===== config.mk =====
export PLATFORM = sky130hd
export DESIGN_NAME = charge_counter_daily_history
export DESIGN_NICKNAME = d
export VERILOG_FILES = /design/src/hdl/ccdh_pkg.sv /design/src/hdl/ccdh_ring.sv /design/src/hdl/ccdh_div.sv /design/src/hdl/charge_counter_daily_history.sv
export SDC_FILE = /design/constraint.sdc
export NUM_CORES = 2
export LEC_CHECK = 0
export BUFFER_PORTS_ARGS = -buffer_cell sky130_fd_sc_hd__buf_2
export CORE_UTILIZATION = 45
export DETAILED_ROUTE_END_ITERATION = 8
export PLACE_DENSITY_LB_ADDON = 0.25
export SYNTH_ARGS = -nofsm -noshare
export SYNTH_HDL_FRONTEND = slang
export SYNTH_SLANG_ARGS = --single-unit

===== constraint.sdc =====
create_clock -name clk -period 12.78 [get_ports clk]
set_clock_uncertainty 0.2 [all_clocks]
set_input_delay 2.556 -clock clk [delete_from_list [all_inputs] [get_ports clk]]
set_output_delay 2.556 -clock clk [all_outputs]
set_load 0.02 [all_outputs]

===== src/hdl/ccdh_pkg.sv =====
`default_nettype none
// ----------------------------------------------------------------------------
// ccdh_pkg: shared types and constants of the charge counter
// Transfer payloads, operation, register and state codes, ring control and divider status.
// ----------------------------------------------------------------------------
package ccdh_pkg;

  localparam int HISTORY_DAYS_DEF = 30;

  localparam int CHARGE_W   = 48;
  localparam int CURRENT_W  = 12;
  localparam int TIME_W     = 32;
  localparam int DAY_W      = 9;
  localparam int INTERVAL_W = 16;
  localparam int THRESH_W   = 32;
  localparam int ACTIVE_W   = 5;
  localparam int PROD_W     = CURRENT_W + TIME_W;
  localparam int CFG_IDX_W  = 1;
  localparam int CFG_DATA_W = 32;

  localparam logic [CHARGE_W-1:0]   CHARGE_MAX       = {CHARGE_W{1'b1}};
  localparam logic [INTERVAL_W-1:0] MIN_INTERVAL_RST = INTERVAL_W'(1000);
  localparam logic [THRESH_W-1:0]   THRESHOLD_RST    = THRESH_W'(360000);

  typedef enum logic [1:0] {
    OP_SAMPLE    = 2'd0,
    OP_CLR_TODAY = 2'd1,
    OP_CLR_HIST  = 2'd2
  } op_t;

  typedef enum logic [CFG_IDX_W-1:0] {
    REG_MIN_INTERVAL = 1'b0,
    REG_THRESHOLD    = 1'b1
  } reg_idx_t;

  typedef enum logic [2:0] {
    ST_IDLE,
    ST_MUL,
    ST_APPLY,
    ST_SWEEP,
    ST_DIV_GO,
    ST_DIV,
    ST_HOLD
  } state_t;

  typedef struct packed {
    logic [1:0]           operation;
    logic [CURRENT_W-1:0] current_ma;
    logic [TIME_W-1:0]    now_ms;
    logic                 time_valid;
    logic [DAY_W-1:0]     day_of_year;
  } in_item_t;

  typedef struct packed {
    logic [CHARGE_W-1:0] today_total;
    logic [CHARGE_W-1:0] history_total;
    logic [ACTIVE_W-1:0] active_days;
    logic [CHARGE_W-1:0] daily_average;
    logic                rolled_over;
  } out_item_t;

  typedef struct packed {
    logic wr_en;
    logic rd_en;
    logic clear;
  } ring_ctrl_t;

  typedef struct packed {
    logic busy;
    logic done;
  } div_status_t;

endpackage
`default_nettype wire


===== src/hdl/ccdh_ring.sv =====
`default_nettype none
// ----------------------------------------------------------------------------
// ccdh_ring: daily history store
// Synchronous memory, one write and one registered read port, with a valid
// bit per entry so that reset and a history clear read back as zero.
// ----------------------------------------------------------------------------
module ccdh_ring #(
  parameter int DEPTH = ccdh_pkg::HISTORY_DAYS_DEF,
  parameter int IDX_W = 5
) (
  input  wire logic                          clk,
  input  wire logic                          rst,
  input  wire ccdh_pkg::ring_ctrl_t          ctrl,
  input  wire logic [IDX_W-1:0]              wr_addr,
  input  wire logic [ccdh_pkg::CHARGE_W-1:0] wr_data,
  input  wire logic [IDX_W-1:0]              rd_addr,
  output logic      [ccdh_pkg::CHARGE_W-1:0] rd_data
);
  import ccdh_pkg::*;

  logic [CHARGE_W-1:0] mem [DEPTH];
  logic [DEPTH-1:0]    vld;
  logic [CHARGE_W-1:0] rd_q;
  logic                rd_vld_q;

  always_ff @(posedge clk) begin
    if (ctrl.wr_en) begin
      mem[wr_addr] <= wr_data;
    end
    if (ctrl.rd_en) begin
      rd_q <= mem[rd_addr];
    end
  end

  always_ff @(posedge clk) begin
    if (rst) begin
      vld      <= '0;
      rd_vld_q <= 1'b0;
    end else begin
      if (ctrl.clear) begin
        vld <= '0;
      end else if (ctrl.wr_en) begin
        vld[wr_addr] <= 1'b1;
      end
      if (ctrl.rd_en) begin
        rd_vld_q <= vld[rd_addr];
      end
    end
  end

  assign rd_data = rd_vld_q ? rd_q : '0;

endmodule
`default_nettype wire


===== src/hdl/ccdh_div.sv =====
`default_nettype none
// ----------------------------------------------------------------------------
// ccdh_div: bit-serial restoring divider
// One quotient bit per cycle; done pulses for a single cycle, in the cycle after the last step.
// ----------------------------------------------------------------------------
module ccdh_div #(
  parameter int DVD_W = 53,
  parameter int DVS_W = 5
) (
  input  wire logic                    clk,
  input  wire logic                    rst,
  input  wire logic                    start,
  input  wire logic [DVD_W-1:0]        dividend,
  input  wire logic [DVS_W-1:0]        divisor,
  output logic      [DVD_W-1:0]        quotient,
  output ccdh_pkg::div_status_t        status
);
  import ccdh_pkg::*;

  localparam int STEP_W = $clog2(DVD_W + 1);

  logic [DVD_W-1:0]  work;
  logic [DVS_W-1:0]  rem;
  logic [DVS_W-1:0]  dvs_q;
  logic [STEP_W-1:0] steps;
  logic              busy;
  logic              done;
  logic [DVS_W:0]    trial;
  logic [DVS_W:0]    diff;
  logic              ge;

  always_comb begin
    trial = {rem, work[DVD_W-1]};
    ge    = trial >= {1'b0, dvs_q};
    diff  = trial - {1'b0, dvs_q};
  end

  always_ff @(posedge clk) begin
    if (rst) begin
      busy  <= 1'b0;
      done  <= 1'b0;
      steps <= '0;
    end else begin
      done <= busy && !start && (steps == STEP_W'(1));
      if (start) begin
        work  <= dividend;
        rem   <= '0;
        dvs_q <= divisor;
        steps <= STEP_W'(DVD_W);
        busy  <= 1'b1;
      end else if (busy) begin
        rem   <= ge ? diff[DVS_W-1:0] : trial[DVS_W-1:0];
        work  <= {work[DVD_W-2:0], ge};
        steps <= steps - STEP_W'(1);
        if (steps == STEP_W'(1)) begin
          busy <= 1'b0;
        end
      end
    end
  end

  assign quotient    = work;
  assign status.busy = busy;
  assign status.done = done;

endmodule
`default_nettype wire


===== src/hdl/charge_counter_daily_history.sv =====
`default_nettype none
// ----------------------------------------------------------------------------
// charge_counter_daily_history: coulomb counter with a daily history ring
// Integrates current over time into today's charge and keeps a ring of past
// days with total, active count and active mean.
// ----------------------------------------------------------------------------
// Each input transfer yields one result after these steps in order: the 12 x 32
// bit multiply, the update of today's charge and the ring write, a sweep of the
// ring memory through its single read port for the sums, and the serial divider
// for the mean. Inputs are taken one at a time; the next input is accepted while
// a result still waits in the output register. The history reads as zero
// straight after reset.
module charge_counter_daily_history #(
  parameter int HISTORY_DAYS = ccdh_pkg::HISTORY_DAYS_DEF
) (
  input  wire logic                            clk,
  input  wire logic                            rst,
  input  wire logic                            cfg_wr_en,
  input  wire logic [ccdh_pkg::CFG_IDX_W-1:0]  cfg_index,
  input  wire logic [ccdh_pkg::CFG_DATA_W-1:0] cfg_data,
  input  wire logic                            in_valid,
  output logic                                 in_stall,
  input  wire ccdh_pkg::in_item_t              in_data,
  output logic                                 out_valid,
  input  wire logic                            out_stall,
  output ccdh_pkg::out_item_t                  out_data
);
  import ccdh_pkg::*;

  localparam int IDX_W = (HISTORY_DAYS > 1) ? $clog2(HISTORY_DAYS) : 1;
  localparam int CNT_W = $clog2(HISTORY_DAYS + 1);
  localparam int SUM_W = CHARGE_W + CNT_W;

  state_t state, state_next;

  logic [INTERVAL_W-1:0] min_interval;
  logic [THRESH_W-1:0]   threshold;

  in_item_t            item_q;
  logic [CHARGE_W-1:0] today;
  logic [TIME_W-1:0]   last_ms;
  logic [DAY_W-1:0]    last_day;
  logic                seen;
  logic [IDX_W-1:0]    head;
  logic [PROD_W-1:0]   prod;
  logic                back;
  logic                dt_ok;
  logic                rolled;
  logic [SUM_W-1:0]    acc_total;
  logic [SUM_W-1:0]    acc_act;
  logic [CNT_W-1:0]    acc_cnt;
  logic [CNT_W-1:0]    sweep_cnt;
  logic [CHARGE_W-1:0] avg;

  logic [TIME_W-1:0]   dt;
  logic [CHARGE_W:0]   sum_wide;
  logic [CHARGE_W-1:0] today_int;
  logic                is_sample;
  logic                do_roll;
  logic                sweep_last;
  logic                accept;
  logic                out_load;
  logic                div_start;
  ring_ctrl_t          ring_ctrl;
  logic [CHARGE_W-1:0] rd_data;
  logic [SUM_W-1:0]    quotient;
  div_status_t         div_st;
  logic [CHARGE_W-1:0] hist_sat;

  assign accept     = in_valid && !in_stall;
  assign sweep_last = sweep_cnt == CNT_W'(HISTORY_DAYS);

  always_comb begin
    dt        = item_q.now_ms - last_ms;
    sum_wide  = {1'b0, today} + (CHARGE_W + 1)'(prod);
    today_int = !dt_ok ? today : (sum_wide[CHARGE_W] ? CHARGE_MAX : sum_wide[CHARGE_W-1:0]);
    is_sample = item_q.operation == OP_SAMPLE;
    do_roll   = is_sample && !back && item_q.time_valid && seen
                && (item_q.day_of_year != last_day);
    hist_sat  = (acc_total > SUM_W'(CHARGE_MAX)) ? CHARGE_MAX : acc_total[CHARGE_W-1:0];
  end

  always_comb begin
    state_next = state;
    unique case (state)
      ST_IDLE:   if (accept) state_next = ST_MUL;
      ST_MUL:    state_next = ST_APPLY;
      ST_APPLY:  state_next = ST_SWEEP;
      ST_SWEEP:  if (sweep_last) state_next = ST_DIV_GO;
      ST_DIV_GO: state_next = ST_DIV;
      ST_DIV:    if (div_st.done) state_next = ST_HOLD;
      ST_HOLD:   if (!out_valid || !out_stall) state_next = ST_IDLE;
      default:   state_next = ST_IDLE;
    endcase
  end

  always_comb begin
    in_stall        = state != ST_IDLE;
    ring_ctrl.wr_en = (state == ST_APPLY) && do_roll;
    ring_ctrl.clear = (state == ST_APPLY) && (item_q.operation == OP_CLR_HIST);
    ring_ctrl.rd_en = (state == ST_SWEEP) && !sweep_last;
    div_start       = state == ST_DIV_GO;
    out_load        = (state == ST_HOLD) && (!out_valid || !out_stall);
  end

  always_ff @(posedge clk) begin
    if (rst) begin
      state <= ST_IDLE;
    end else begin
      state <= state_next;
    end
  end

  always_ff @(posedge clk) begin
    if (rst) begin
      min_interval <= MIN_INTERVAL_RST;
      threshold    <= THRESHOLD_RST;
    end else if (cfg_wr_en) begin
      unique case (reg_idx_t'(cfg_index))
        REG_MIN_INTERVAL: min_interval <= cfg_data[INTERVAL_W-1:0];
        REG_THRESHOLD:    threshold    <= cfg_data[THRESH_W-1:0];
        default:          ;
      endcase
    end
  end

  always_ff @(posedge clk) begin
    if (rst) begin
      today    <= '0;
      last_ms  <= '0;
      last_day <= '0;
      seen     <= 1'b0;
      head     <= '0;
    end else if (state == ST_APPLY) begin
      unique case (op_t'(item_q.operation))
        OP_SAMPLE: begin
          if (back) begin
            last_ms <= item_q.now_ms;
          end else begin
            today <= do_roll ? '0 : today_int;
            if (dt_ok) begin
              last_ms <= item_q.now_ms;
            end
            if (item_q.time_valid && !seen) begin
              seen     <= 1'b1;
              last_day <= item_q.day_of_year;
            end else if (do_roll) begin
              last_day <= item_q.day_of_year;
              head     <= (head == IDX_W'(HISTORY_DAYS - 1)) ? '0 : head + IDX_W'(1);
            end
          end
        end
        OP_CLR_TODAY: today <= '0;
        OP_CLR_HIST:  ;
        default:      ;
      endcase
    end
  end

  // input capture, multiply, sweep and mean capture
  always_ff @(posedge clk) begin
    if (accept) begin
      item_q <= in_data;
    end
    if (state == ST_MUL) begin
      back  <= item_q.now_ms < last_ms;
      dt_ok <= dt >= TIME_W'(min_interval);
      prod  <= PROD_W'(item_q.current_ma) * PROD_W'(dt);
    end
    if (state == ST_APPLY) begin
      rolled    <= do_roll;
      acc_total <= '0;
      acc_act   <= '0;
      acc_cnt   <= '0;
      sweep_cnt <= '0;
    end
    if (state == ST_SWEEP) begin
      sweep_cnt <= sweep_cnt + CNT_W'(1);
      if (sweep_cnt != '0) begin
        acc_total <= acc_total + SUM_W'(rd_data);
        if (rd_data > CHARGE_W'(threshold)) begin
          acc_act <= acc_act + SUM_W'(rd_data);
          acc_cnt <= acc_cnt + CNT_W'(1);
        end
      end
    end
    if ((state == ST_DIV) && div_st.done) begin
      avg <= (acc_cnt == '0) ? '0 : quotient[CHARGE_W-1:0];
    end
  end

  always_ff @(posedge clk) begin
    if (rst) begin
      out_valid <= 1'b0;
    end else if (out_load) begin
      out_valid <= 1'b1;
    end else if (!out_stall) begin
      out_valid <= 1'b0;
    end
  end

  always_ff @(posedge clk) begin
    if (out_load) begin
      out_data.today_total   <= today;
      out_data.history_total <= hist_sat;
      out_data.active_days   <= ACTIVE_W'(acc_cnt);
      out_data.daily_average <= avg;
      out_data.rolled_over   <= rolled;
    end
  end

  ccdh_ring #(
    .DEPTH (HISTORY_DAYS),
    .IDX_W (IDX_W)
  ) u_ring (
    .clk     (clk),
    .rst     (rst),
    .ctrl    (ring_ctrl),
    .wr_addr (head),
    .wr_data (today_int),
    .rd_addr (sweep_cnt[IDX_W-1:0]),
    .rd_data (rd_data)
  );

  ccdh_div #(
    .DVD_W (SUM_W),
    .DVS_W (CNT_W)
  ) u_div (
    .clk      (clk),
    .rst      (rst),
    .start    (div_start),
    .dividend (acc_act),
    .divisor  (acc_cnt),
    .quotient (quotient),
    .status   (div_st)
  );

  a_accept_starts: assert property (@(posedge clk) disable iff (rst)
    accept |=> state == ST_MUL)
    else $error("accepted transfer did not start processing");

  a_load_free: assert property (@(posedge clk) disable iff (rst)
    out_load |-> (!out_valid || !out_stall))
    else $error("result overwrote a pending transfer");

  a_div_window: assert property (@(posedge clk) disable iff (rst)
    div_st.done |-> state == ST_DIV)
    else $error("divider finished outside its wait state");

  a_head_range: assert property (@(posedge clk) disable iff (rst)
    head < IDX_W'(HISTORY_DAYS))
    else $error("history head out of range");

  a_no_read_on_write: assert property (@(posedge clk) disable iff (rst)
    ring_ctrl.wr_en |-> !ring_ctrl.rd_en && !ring_ctrl.clear)
    else $error("ring write overlaps a read or clear");

endmodule
`default_nettype wire


==> results.md <==
- GR met3 Demand/Resource: between 3 and 4%
- Status: finished clean
- Rel. slew slack: roughly 6%
- Die ar.: roughly 0.23 mm^2
- Largest net degree at the start of global routing: about 130
- Antenna violations before repair: 9
- First-pass GRT wire length: 407 mm
- CTS Root Cell: clkbuf_16
- Layout cell share with drive strength beyond 1: roughly 18%
- Crit start category: flip-flop
- Sequential share of the synthesized area: about three fifths
- Hold Crit Class: flip-flop to flip-flop
- Max Fanout on Critical Path: 13
- Post-CTS Repair Setup Buffers: 0
- Gr ovfl total: 0
- Initial Utilization: between 40% and 50%
- Routed Antenna Nets: 0
- CTS Sinks: between 2000 and 2500
- Nets: about 8000
- Post-synthesis cell area: around 0.10 mm^2
- Detailed Place HPWL: around 170 mm
- Synthesis-to-layout area growth: 12.8%
- Avg WL per Cell: approximately 26 um
- Required @ worst endpoint: 13.18 ns
- Reg clk slew, reported paths: approximately 0.060 ns
- Max Freq: approximately 0.11 GHz
- WL final: about 280 mm
- Area share of fa/ha/maj cells after synthesis: ~10%
- CP Class: flip-flop to flip-flop
- Syn nets: approximately 8000
- Io pins: ~250
- Post-synth EDFFs: around 1900
- Post-synthesis cell count: approximately 7000
- CTS tree: done
- Final Hold Vio Count: 0
- GR Util met1: between 30% and 40%
- Mux contribution to synthesized area: 10.6%
- Most common cell on crit path: fa_1
- CP top delay family: adder cells
- Setup tns final: 0 ns
- Number of global-route vias before repair: between 60000 and 70000
- Post-synthesis compound-gate area fraction: under 10%
- Number of remaining DRC errors: 0
- Routability cong.: between 0.8 and 0.9
- Busiest grt layer: met2
- YS warnings: 0
- Tcrit/Tclk final: 73.0%
- Port Buffers: approximately 250
- Final Critical Period: 9.33 ns
- Worst-Skew Late Latency: roughly 0.91 ns
- Share of Yosys cell area claimed by the top area cell type: a little over half
- Post-Synth Simple-Gate Area: under 10%
- Arr. time, crit path: slightly below 10 ns
- Global Route Usage Sum: roughly a quarter
- Max-Cap Viols: 0
- Critical Path End Type: flip-flop
- Hold buffer count at CTS: 0
- Synth top area cells: edfxtp_1 54%, mux4_2 9.1%, fa_1 5.9%
- Library cells used by synthesis: 93
- Pins Over Slew Limit: 0
- Setup-failing EPs final: 0
- Initial DRT Pass Iterations: 8
- RSZ-0062 raised after global routing: false
- Post-Syn Area per Cell: ~14 um^2
- Die width: between 400 and 500 um
- Die extent in y: around 480 um
- CTS buffer count: between 200 and 250
- Max stage delay on crit path: ~0.98 ns
- Maximum buffer depth of the clock tree: 3
- CTS H-tree depth: 4
- Seq cells post-synth: 2154
- Vias post-DR: roughly 62000
- Area leader, netlist: edfxtp_1
- Slowest cell on crit path: xnor2_1
- # rows: 174
- Largest family of logic cells by synthesized area: multiplexers
- Worst Path Buf+Inv: 3
- Least-Margin Pin Slew: ~1.4 ns
- Core area: 0.226 mm^2
- Synth Area in XOR/XNOR: under 10%
- Post_cts resized: 0
- Post-synth top flop: edfxtp_1
- Met2 Usage GRT: a little under two fifths
- Vias per Instance: 5.81
- Filler cell count: between 15000 and 20000
- Initial DRC Count: ~6400
- Ys async rst share: 0%
## stage by stage
stage	cells	hold slack (ns)	worst slack, ns	cell area, um^2	utilization, %
2_1_floorplan	7196	0.200	2.08	103000	-
3_3_place_gp	10232	0.206	3.84	108000	47.9
3_5_place_dp	10232	0.205	3.56	108000	47.9
4_1_cts	10639	0.221	3.50	116000	51.3
5_1_grt	10639	0.223	2.95	116000	51.3
6_report	10644	0.216	3.45	116000	51.3
## kinds of logic (layout without fill, tap and decap cells)
kind of cell	count (synthesis)	count (layout)
AOI/OAI and AO/OA	1094	1094
xor gates and xnor gates	208	208
adders and majority gates	623	623
buffers and inverters	852	1303
DFF	2154	2154
muxes	553	553
other	0	5
and+or+nand+nor	1712	1712
## routing by layer
metal / vias up / share of wire (%)
li1: 27103 / -
met1: 32086 / 45
met2: 2312 / 46
met3: 301 / 7.4
met4: 0 / 1.7
met5: - / 0
## cell usage after synthesis (6+ instances only)
master	number
or2_2	9
nand4_1	47
ha_1	318
o41ai_1	6
xor2_1	88
a21oi_1	340
nor2_1	306
mux4_2	416
nor3_1	43
a21boi_0	9
o21ai_0	224
or3_1	58
o21bai_1	23
buf_1	48
nor4_1	13
clkbuf_1	290
a211oi_1	21
a41oi_1	6
nand2_1	781
and3_1	19
a211o_1	12
o211ai_1	20
nand3_1	81
edfxtp_1	1857
nor2b_1	100
o31ai_1	15
fa_1	305
mux2i_1	62
nand3b_1	18
nand2b_1	43
o21a_1	67
mux2_2	74
o221ai_1	9
dfxtp_1	297
and2_1	164
a31oi_1	51
o22ai_1	10
inv_1	498
a22o_1	72
or4_1	6
and4_1	6
xnor2_1	119
buf_2	15
a21o_1	127
a221oi_1	6
## flip-flops by register name (all words and copies together), names as in the netlist, 6 cells and up
| register | cells |
|---|---|
| u_ring.vld | 30 |
| u_ring.mem | 1440 |
| avg | 48 |
| today | 48 |
| item_q | 56 |
| acc_act | 53 |
| u_div.quotient | 53 |
| prod | 44 |
| u_ring.rd_q | 48 |
| u_div.steps | 6 |
| min_interval | 16 |
| last_ms | 32 |
| last_day | 9 |
| threshold | 32 |
| acc_total | 53 |
| out_data | 150 |
## cells in the final DEF, fill, tap and decap left out, types with 42 or more instances in the layout
master / instances
edfxtp_1: 1857
xnor2_1: 119
nand4_1: 47
nand3_1: 80
o21ai_0: 224
buf_2: 244
o21a_1: 67
and2_1: 163
fa_1: 305
a21oi_1: 323
xor2_1: 88
nand2b_1: 42
a22o_1: 72
or3_1: 58
mux2i_1: 62
dfxtp_1: 297
clkbuf_16: 219
ha_1: 318
nand2_1: 780
nor3_1: 43
mux4_2: 416
mux2_2: 74
a21o_1: 127
buf_4: 148
inv_1: 497
nor2_1: 269
nor2b_1: 100
## worst paths after layout
| kind | from | endpoint | slack (ns) | cells past startpoint |
|---|---|---|---|---|
| max | item_q[18] | prod[40] | 3.45 | 25 |
| min reg2reg | avg[35] | out_data[36] | 0.22 | 0 |
| min | avg[35] | out_data[36] | 0.22 | 0 |
| max reg2reg | item_q[18] | prod[40] | 3.45 | 25 |
## final cells by class
type | instances | area, um^2 | share of cell area, %
well taps | 2992 | 3740 | 3.23
clock buffers | 258 | 5690 | 4.91
flip-flops and latches | 2154 | 61700 | 53.3
repair buffers | 397 | 2430 | 2.10
diodes | 5 | 12.5 | 0.0108
clock inverters | 149 | 1870 | 1.61
multi-input cells | 4190 | 38400 | 33.2
inverters | 499 | 1880 | 1.62
Power is left out: the tool's default activity adds up to more than one toggle a clock period on the data nets, which glitch-free logic cannot reach.
